===== src/sv/lcdsr_pkg.sv =====
// Shared types and constants for the character LCD shift register driver.
// No dependencies; imported by every module of the block.
package lcdsr_pkg;

    localparam int FRAME_W = 8;
    localparam int WAIT_W  = 12;
    localparam int UNIT_W  = 8;

    localparam logic [2:0] OP_CMD   = 3'd0;
    localparam logic [2:0] OP_DATA  = 3'd1;
    localparam logic [2:0] OP_INIT  = 3'd2;
    localparam logic [2:0] OP_GOTO  = 3'd3;
    localparam logic [2:0] OP_CLRHM = 3'd4;

    localparam logic [7:0] MASK_RS_CLR = 8'hFB;
    localparam logic [7:0] RS_BIT      = 8'h04;
    localparam logic [7:0] MASK_E_CLR  = 8'hF7;
    localparam logic [7:0] E_BIT       = 8'h08;
    localparam logic [7:0] MASK_HI     = 8'hF0;
    localparam logic [7:0] MASK_LO     = 8'h0F;

    typedef enum logic [2:0] {
        SK_RS_CLR,
        SK_RS_SET,
        SK_LOAD,
        SK_LOAD_LONG,
        SK_NIB,
        SK_E_HI,
        SK_E_LO
    } t_kind;

    typedef enum logic [1:0] {
        ST_IDLE,
        ST_PRE,
        ST_INIB,
        ST_BYTE
    } t_state;

    typedef struct packed {
        t_kind      kind;
        logic [7:0] operand;
        logic       last;
    } t_step;

endpackage


===== src/sv/lcdsr_frame_unit.sv =====
// Shared frame unit: applies one step to the shadow byte and scales the delay.
// Depends on lcdsr_pkg.
module lcdsr_frame_unit (
    input  lcdsr_pkg::t_step                  i_step,
    input  logic [lcdsr_pkg::FRAME_W-1:0]     i_shadow,
    input  logic [lcdsr_pkg::UNIT_W-1:0]      i_wait_unit,
    output logic [lcdsr_pkg::FRAME_W-1:0]     o_shadow,
    output logic [lcdsr_pkg::WAIT_W-1:0]      o_wait_ms
);
    import lcdsr_pkg::*;

    logic [WAIT_W-1:0] unit_x1;
    logic [WAIT_W-1:0] unit_x10;

    assign unit_x1  = {{(WAIT_W-UNIT_W){1'b0}}, i_wait_unit};
    assign unit_x10 = (unit_x1 << 3) + (unit_x1 << 1);

    always_comb begin
        o_shadow  = i_shadow;
        o_wait_ms = '0;
        case (i_step.kind)
            SK_RS_CLR:    o_shadow = i_shadow & MASK_RS_CLR;
            SK_RS_SET:    o_shadow = i_shadow | RS_BIT;
            SK_LOAD:      o_shadow = i_step.operand;
            SK_LOAD_LONG: begin
                o_shadow  = i_step.operand;
                o_wait_ms = unit_x10;
            end
            SK_NIB:       o_shadow = (i_shadow & MASK_LO) | (i_step.operand & MASK_HI);
            SK_E_HI: begin
                o_shadow  = i_shadow | E_BIT;
                o_wait_ms = unit_x1;
            end
            SK_E_LO: begin
                o_shadow  = i_shadow & MASK_E_CLR;
                o_wait_ms = unit_x1;
            end
            default: begin
                o_shadow  = i_shadow;
                o_wait_ms = '0;
            end
        endcase
    end

endmodule


===== src/sv/lcdsr_seq.sv =====
// Step sequencer: walks the frame script of one operation, one step per advance.
// Depends on lcdsr_pkg.
module lcdsr_seq (
    input  logic             i_clk,
    input  logic             i_rst_n,
    input  logic             i_start,
    input  logic [2:0]       i_opcode,
    input  logic [7:0]       i_value,
    input  logic [5:0]       i_column,
    input  logic             i_row,
    input  logic             i_adv,
    output logic             o_busy,
    output lcdsr_pkg::t_step o_step
);
    import lcdsr_pkg::*;

    t_state     r_state, n_state;
    logic [2:0] r_sub, n_sub;
    logic [1:0] r_idx, n_idx;
    logic [2:0] r_op;
    logic [7:0] r_value;
    logic [5:0] r_col;
    logic       r_row;

    logic [7:0] cur_byte;
    logic [1:0] last_idx;
    logic [7:0] init_nib;

    always_comb begin
        cur_byte = r_value;
        last_idx = 2'd0;
        case (r_op)
            OP_CMD, OP_DATA: cur_byte = r_value;
            OP_GOTO:         cur_byte = {1'b1, r_row, r_col};
            OP_CLRHM: begin
                last_idx = 2'd1;
                cur_byte = (r_idx == 2'd0) ? 8'h01 : 8'h02;
            end
            OP_INIT: begin
                last_idx = 2'd3;
                case (r_idx)
                    2'd0:    cur_byte = 8'h28;
                    2'd1:    cur_byte = 8'h0C;
                    2'd2:    cur_byte = 8'h01;
                    default: cur_byte = 8'h06;
                endcase
            end
            default: cur_byte = r_value;
        endcase
        init_nib = (r_idx == 2'd3) ? 8'h20 : 8'h30;
    end

    always_ff @(posedge i_clk) begin
        if (!i_rst_n) begin
            r_state <= ST_IDLE;
            r_sub   <= '0;
            r_idx   <= '0;
        end else begin
            r_state <= n_state;
            r_sub   <= n_sub;
            r_idx   <= n_idx;
        end
    end

    always_ff @(posedge i_clk) begin
        if (r_state == ST_IDLE && i_start) begin
            r_op    <= i_opcode;
            r_value <= i_value;
            r_col   <= i_column;
            r_row   <= i_row;
        end
    end

    always_comb begin
        n_state        = r_state;
        n_sub          = r_sub;
        n_idx          = r_idx;
        o_busy         = 1'b1;
        o_step.kind    = SK_E_LO;
        o_step.operand = cur_byte;
        o_step.last    = 1'b0;
        case (r_state)
            ST_IDLE: begin
                o_busy = 1'b0;
                n_sub  = '0;
                n_idx  = '0;
                if (i_start) begin
                    case (i_opcode)
                        OP_INIT:                           n_state = ST_PRE;
                        OP_CMD, OP_DATA, OP_GOTO, OP_CLRHM: n_state = ST_BYTE;
                        default:                           n_state = ST_IDLE;
                    endcase
                end
            end
            ST_PRE: begin
                o_step.kind    = SK_LOAD_LONG;
                o_step.operand = E_BIT;
                if (i_adv) begin
                    n_state = ST_INIB;
                end
            end
            ST_INIB: begin
                o_step.operand = init_nib;
                case (r_sub)
                    3'd0:    o_step.kind = SK_LOAD;
                    3'd1:    o_step.kind = SK_E_HI;
                    default: o_step.kind = SK_E_LO;
                endcase
                if (i_adv) begin
                    if (r_sub == 3'd2) begin
                        n_sub = '0;
                        if (r_idx == 2'd3) begin
                            n_idx   = '0;
                            n_state = ST_BYTE;
                        end else begin
                            n_idx = r_idx + 2'd1;
                        end
                    end else begin
                        n_sub = r_sub + 3'd1;
                    end
                end
            end
            ST_BYTE: begin
                case (r_sub)
                    3'd0:       o_step.kind = (r_op == OP_DATA) ? SK_RS_SET : SK_RS_CLR;
                    3'd1:       o_step.kind = SK_NIB;
                    3'd4: begin
                        o_step.kind    = SK_NIB;
                        o_step.operand = {cur_byte[3:0], 4'b0000};
                    end
                    3'd2, 3'd5: o_step.kind = SK_E_HI;
                    default:    o_step.kind = SK_E_LO;
                endcase
                o_step.last = (r_sub == 3'd6) && (r_idx == last_idx);
                if (i_adv) begin
                    if (r_sub == 3'd6) begin
                        n_sub = '0;
                        if (r_idx == last_idx) begin
                            n_idx   = '0;
                            n_state = ST_IDLE;
                        end else begin
                            n_idx = r_idx + 2'd1;
                        end
                    end else begin
                        n_sub = r_sub + 3'd1;
                    end
                end
            end
            default: begin
                n_state = ST_IDLE;
                o_busy  = 1'b0;
            end
        endcase
    end

endmodule


===== src/sv/char_lcd_shift_register_driver_core.sv =====
// Top level of the character LCD shift register driver.
// Depends on lcdsr_pkg, lcdsr_seq and lcdsr_frame_unit.
//
// Each accepted beat requests one LCD operation and yields a run of frames,
// the byte to latch into the shift register plus the delay in ms after it,
// with tlast on the final frame. The step sequencer feeds one shared frame
// unit, which produces one frame per cycle while the output side accepts:
// command, data and goto yield 7 frames, clear-and-home 14 and init 41;
// an undefined opcode is consumed with no output. o_s_tready stays low
// while a run is generated.
// wait_unit_ms resets to 2 and is written through i_cfg_we / i_cfg_wdata.
module char_lcd_shift_register_driver_core (
    input  logic        i_clk,
    input  logic        i_rst_n,
    input  logic        i_cfg_we,
    input  logic [7:0]  i_cfg_wdata,
    input  logic        i_s_tvalid,
    output logic        o_s_tready,
    input  logic [23:0] i_s_tdata,   // opcode[2:0], value[10:3], column[16:11], row[17], zero
    output logic        o_m_tvalid,
    input  logic        i_m_tready,
    output logic [23:0] o_m_tdata,   // frame[7:0], wait_ms[19:8], zero
    output logic        o_m_tlast
);
    import lcdsr_pkg::*;

    logic [UNIT_W-1:0]  r_wait_unit;
    logic [FRAME_W-1:0] r_shadow;
    logic               r_out_valid;
    logic [FRAME_W-1:0] r_frame;
    logic [WAIT_W-1:0]  r_wait;
    logic               r_last;

    logic               busy;
    logic               start;
    logic               adv;
    t_step              step;
    logic [FRAME_W-1:0] fu_shadow;
    logic [WAIT_W-1:0]  fu_wait;

    assign o_s_tready = !busy;
    assign start      = i_s_tvalid && !busy;
    assign adv        = busy && (!r_out_valid || i_m_tready);

    lcdsr_seq u_seq (
        .i_clk    (i_clk),
        .i_rst_n  (i_rst_n),
        .i_start  (start),
        .i_opcode (i_s_tdata[2:0]),
        .i_value  (i_s_tdata[10:3]),
        .i_column (i_s_tdata[16:11]),
        .i_row    (i_s_tdata[17]),
        .i_adv    (adv),
        .o_busy   (busy),
        .o_step   (step)
    );

    lcdsr_frame_unit u_fu (
        .i_step      (step),
        .i_shadow    (r_shadow),
        .i_wait_unit (r_wait_unit),
        .o_shadow    (fu_shadow),
        .o_wait_ms   (fu_wait)
    );

    always_ff @(posedge i_clk) begin
        if (!i_rst_n) begin
            r_wait_unit <= 8'd2;
        end else if (i_cfg_we) begin
            r_wait_unit <= i_cfg_wdata;
        end
    end

    always_ff @(posedge i_clk) begin
        if (!i_rst_n) begin
            r_shadow    <= '0;
            r_out_valid <= 1'b0;
        end else if (adv) begin
            r_shadow    <= fu_shadow;
            r_out_valid <= 1'b1;
        end else if (i_m_tready) begin
            r_out_valid <= 1'b0;
        end
    end

    always_ff @(posedge i_clk) begin
        if (adv) begin
            r_frame <= fu_shadow;
            r_wait  <= fu_wait;
            r_last  <= step.last;
        end
    end

    assign o_m_tvalid = r_out_valid;
    assign o_m_tdata  = {4'b0000, r_wait, r_frame};
    assign o_m_tlast  = r_last;

endmodule

===== config.mk =====
export PLATFORM = sky130hd
export DESIGN_NAME = char_lcd_shift_register_driver_core
export DESIGN_NICKNAME = d
export VERILOG_FILES = /design/src/sv/lcdsr_pkg.sv /design/src/sv/lcdsr_frame_unit.sv /design/src/sv/lcdsr_seq.sv /design/src/sv/char_lcd_shift_register_driver_core.sv
export SDC_FILE = /design/constraint.sdc
export NUM_CORES = 1
export LEC_CHECK = 0
export BUFFER_PORTS_ARGS = -buffer_cell sky130_fd_sc_hd__clkbuf_2
export CORE_ASPECT_RATIO = 1.1
export CORE_MARGIN = 2
export CORE_UTILIZATION = 39
export CTS_CLUSTER_DIAMETER = 150
export DETAILED_ROUTE_END_ITERATION = 8
export SLEW_MARGIN = 5
export SYNTH_ARGS = -nofsm -noshare
export SYNTH_HDL_FRONTEND = slang
export SYNTH_SLANG_ARGS = --single-unit

===== constraint.sdc =====
create_clock -name i_clk -period 2.6 [get_ports i_clk]
set_input_delay 0.13 -clock i_clk [delete_from_list [all_inputs] [get_ports i_clk]]
set_output_delay 0.13 -clock i_clk [all_outputs]
set_load 0.05 [all_outputs]

==> results.rst <==
.. list-table::
   :header-rows: 1

   * - Metric
     - Value
   * - Run status
     - finished, final reports clean
   * - Number of buffers inserted during clock tree synthesis
     - 9
   * - Proportion of netlist area held by the largest area contributor
     - about 34%
   * - Crit-path max FO
     - 6
   * - P&R area growth vs syn
     - 25.29%
   * - Fraction of final layout cells with drive strength greater than 1
     - 27.87%
   * - Min-delay src
     - i_cfg_wdata[0]
   * - Initial Utilization
     - 40.56%
   * - Tightest Pin Transition
     - 0.6770 ns
   * - Top cell types by occurrence after synthesis
     - sky130_fd_sc_hd__edfxtp_1 (39), sky130_fd_sc_hd__nor2_1 (25), sky130_fd_sc_hd__dfxtp_1 (24)
   * - Clock-pin slew on the worst setup and hold paths
     - 0.08 ns
   * - Initial antenna violation count
     - 0
   * - Peak supply drop
     - 552.4 uV
   * - Net Sw Frac
     - 43.93%
   * - Clock network latency to the later pin of the worst-skew pair
     - between 0.3 and 0.4 ns
   * - Most area-hungry cell type in the Yosys netlist
     - sky130_fd_sc_hd__edfxtp_1
   * - Classification of the worst setup path
     - reg -> reg
   * - Flop2flop setup slack
     - between 0.1 and 0.15 ns
   * - Final-report setup violation count
     - 0
   * - Worst Hold Path EP
     - r_wait_unit[0]
   * - Total global-route track usage
     - 16.15%
   * - Post-route fraction of the period consumed by the critical path
     - a little over nine tenths
   * - Maximum count of clock buffers along a single path
     - 2
   * - Clock skew after layout
     - roughly 0.012 ns
   * - Buffer cell driving the clock tree root
     - sky130_fd_sc_hd__clkbuf_8
   * - GPL Wtd Cong
     - 0.8838
   * - Chip width
     - 93.40 um
   * - Via density
     - 5.119
   * - Flip-flop cell with the highest count after synthesis
     - sky130_fd_sc_hd__edfxtp_1
   * - Capture instance of the worst register-to-register path
     - r_frame[4]
   * - Post-layout min period
     - 2.473 ns
   * - Required time of the critical path
     - 2.69 ns
   * - Endpoint class of the critical path
     - flop
   * - Number of hold violations in the final report
     - 0
   * - Per-instance average area after synthesis
     - 10.78 um^2
   * - Post-Route Setup TNS
     - 0 ns
   * - Buffers on Ports
     - 53
   * - P per Cell Area
     - 1060 mW/mm^2
   * - Wire length of the first global-routing pass
     - 12.05 mm
   * - Final core utilization
     - slightly above 50%
   * - Final layout net count
     - 457
   * - Drt drc
     - 0
   * - Detail-routed net length per standard cell
     - 13.99 um
   * - Internal power
     - 2.553 mW
   * - Die Area
     - 0.009558 mm^2
   * - Netlist Area Pre-Place
     - between 0.003 and 0.004 mm^2
   * - Vertical die dimension
     - 102.3 um
   * - Type of element launching the critical path
     - flop
   * - Sequential power share
     - 33.4%
   * - Count of nets left with antenna violations after detail routing
     - 0
   * - Post-synthesis register bit count
     - 63
   * - Reg-to-reg startpoint
     - u_seq.r_state[0]
   * - Sink count of the clock tree
     - 63
   * - Cell type of the slowest stage on the worst timing path
     - sky130_fd_sc_hd__or3_2
   * - Maximum single-stage delay on the critical path
     - approximately 0.44 ns
   * - Logic gate share of total power
     - 48.3%
   * - Dominant delay contributor by cell family on the critical path
     - simple AND/OR/NAND/NOR gates
   * - Worst slew margin
     - a little over half
   * - TritonCTS clock tree
     - built
   * - Most used standard cell by instance count after synthesis
     - sky130_fd_sc_hd__edfxtp_1
   * - Max-capacitance violation count
     - 0
   * - Final Max Slew Viols
     - 0
   * - Cell leakage power
     - 1.735 nW
   * - Worst Hold Depth
     - 3
   * - GR Overflow Total
     - 0
   * - Std cell rows
     - 35
   * - Pin count of the biggest net entering global routing
     - 27
   * - Sequential area share after synthesis
     - 48.18%
   * - Starting DRC count in detailed routing
     - 115
   * - NetSw
     - 2.000 mW
   * - Floorplan Core Area
     - approximately 0.0085 mm^2
   * - Number of vias in the routed layout
     - around 2.7k
   * - HPWL reported at the end of detailed placement
     - around 5.4 mm
   * - Synth Warn #
     - 0
   * - CTS H-tree depth
     - 3
   * - Timing-limited maximum frequency
     - 0.4043 GHz
   * - Count of cell types in the netlist
     - 64
   * - Clock power frac
     - 18.3%
   * - Sequence of cells on the critical path
     - inv_1 -> ha_1 -> or3_2 -> nand3_1 -> o21ai_2 -> o41ai_4 -> buf_4 -> mux2_2
   * - Ant. Diodes
     - 0
   * - Setup repair after global routing missed its margin
     - no
   * - Number of enable flip-flop cells after synthesis
     - 39
   * - Buffering stage count on the worst path with inverters included
     - 2
   * - Leading cell types by total area after synthesis
     - sky130_fd_sc_hd__edfxtp_1 (34%), sky130_fd_sc_hd__dfxtp_1 (14%), sky130_fd_sc_hd__ha_1 (5.5%), sky130_fd_sc_hd__mux2i_1 (4.1%), sky130_fd_sc_hd__a21oi_1 (2.8%)
   * - Count of mapped cells out of synthesis
     - about 320
   * - TritonRoute pass-1 iters
     - 4
   * - Routed Wire Length
     - 7.277 mm
   * - Via count of the first global-routing pass
     - 2,545
   * - I/O pin count
     - 64
   * - Hold crit path type
     - in -> reg
   * - Worst EP arrival
     - 2.56 ns
   * - Proportion of synthesized flip-flops having asynchronous set or reset
     - 0%
   * - Cells on worst reg2reg path
     - 8
[flip-flops by register name, summed over array words and instances, names as in the netlist, 2 cells and up]
name           flops
u_seq.r_state      2
r_shadow           8
u_seq.r_op         3
u_seq.r_sub        3
r_wait_unit        8
u_seq.r_value      8
r_frame            8
u_seq.r_idx        2
u_seq.r_col        6
r_wait            12
[per-stage QoR]
stage / hold WS, ns / setup WS [ns] / std cells / power, mW / instance area (um^2)
floorplan: 0.1919 / 0.07794 / 321 / 3.174 / 3457
global placement: 0.3066 / 0.1166 / 484 / 3.699 / 3894
detailed placement: 0.3086 / 0.09266 / 484 / 3.717 / 3894
CTS: 0.002818 / 0.05673 / 519 / 4.582 / 4279
global route: 0.02439 / 0.02072 / 520 / 4.838 / 4295
finish: 0.02624 / 0.1268 / 520 / 4.554 / 4295
[cell families after synthesis]
kind of cell	count (synthesis)	synth area share, %
and+or+nand+nor	88	12.74
buffers and inverters	36	4.927
xor gates and xnor gates	6	1.533
muxes	17	5.073
AOI/OAI and AO/OA	91	21.39
DFF	63	48.18
adders and majority gates	16	6.058
other	1	0.1094
[worst max path at each step]
stage,from,end,cells past startpoint
finish,u_seq.r_state[0],r_frame[4],8
global route,u_seq.r_state[0],r_shadow[7],10
CTS,u_seq.r_state[0],r_frame[4],7
detailed placement,u_seq.r_state[0],r_frame[4],7
global placement,u_seq.r_state[0],r_frame[4],7
floorplan,u_seq.r_state[1],r_shadow[4],10
[worst register-to-register path: cells and delay by family, from the launching register on]
kind            cells  cell delay [ns]
simple gates        2             0.58
compound gates      2             0.44
mux                 1             0.34
flops               1             0.33
buf+inv             2             0.27
fa+ha+maj           1             0.27
[power by group through the flow]
stage                     clock network (mW)  registers [mW]  logic [mW]
final                                  0.832            1.52        2.20
after CTS                              0.856            1.53        2.20
after detailed placement                   0            1.55        2.17
after floorplan                            0            2.05        1.12
after global routing                   0.905            1.55        2.38
after global placement                     0            1.54        2.16
[area by class of cell]
cell class              count  area (um^2)
multi-input cells         222         1640
fillers                   762         4156
flip-flops and latches     63         1652
well taps                 111        138.9
inverters                  16        63.81
repair buffers             92        605.6
clock inverters             7        71.32
clock buffers               9        123.9
[metal layers]
metal / vias up / wire [um] / GRT usage [%] / share of wire (%)
li1: 1356 / - / - / -
met1: 1232 / 3177 / 18.97 / 44
met2: 63 / 3687 / 28.89 / 51
met3: 11 / 298 / 3.761 / 4.1
met4: 0 / 113 / 5.769 / 1.6
met5: - / 0 / 0 / 0
[cells in the final DEF (no fill, tap or decap), types with 7 or more instances in the layout]
| master | n |
|---|---|
| sky130_fd_sc_hd__dfxtp_1 | 24 |
| sky130_fd_sc_hd__inv_1 | 15 |
| sky130_fd_sc_hd__ha_1 | 14 |
| sky130_fd_sc_hd__nor2b_1 | 7 |
| sky130_fd_sc_hd__dlygate4sd3_1 | 19 |
| sky130_fd_sc_hd__edfxtp_1 | 39 |
| sky130_fd_sc_hd__clkbuf_8 | 9 |
| sky130_fd_sc_hd__clkbuf_2 | 53 |
| sky130_fd_sc_hd__a21oi_1 | 19 |
| sky130_fd_sc_hd__o21ai_0 | 7 |
| sky130_fd_sc_hd__buf_4 | 20 |
| sky130_fd_sc_hd__nor2_1 | 25 |
| sky130_fd_sc_hd__mux2i_1 | 14 |
| sky130_fd_sc_hd__a22o_1 | 9 |
| sky130_fd_sc_hd__nand2_1 | 23 |
[repair_timing]
| action | CTS | global route |
|---|---|---|
| setup buffers | 0 | 1 |
| hold buffers | 19 | 0 |
| resized for setup | 0 | 2 |
| hold endpoints to repair | 19 | 0 |
| setup endpoints to repair | 0 | 6 |
(Power assumes the default switching activity.)
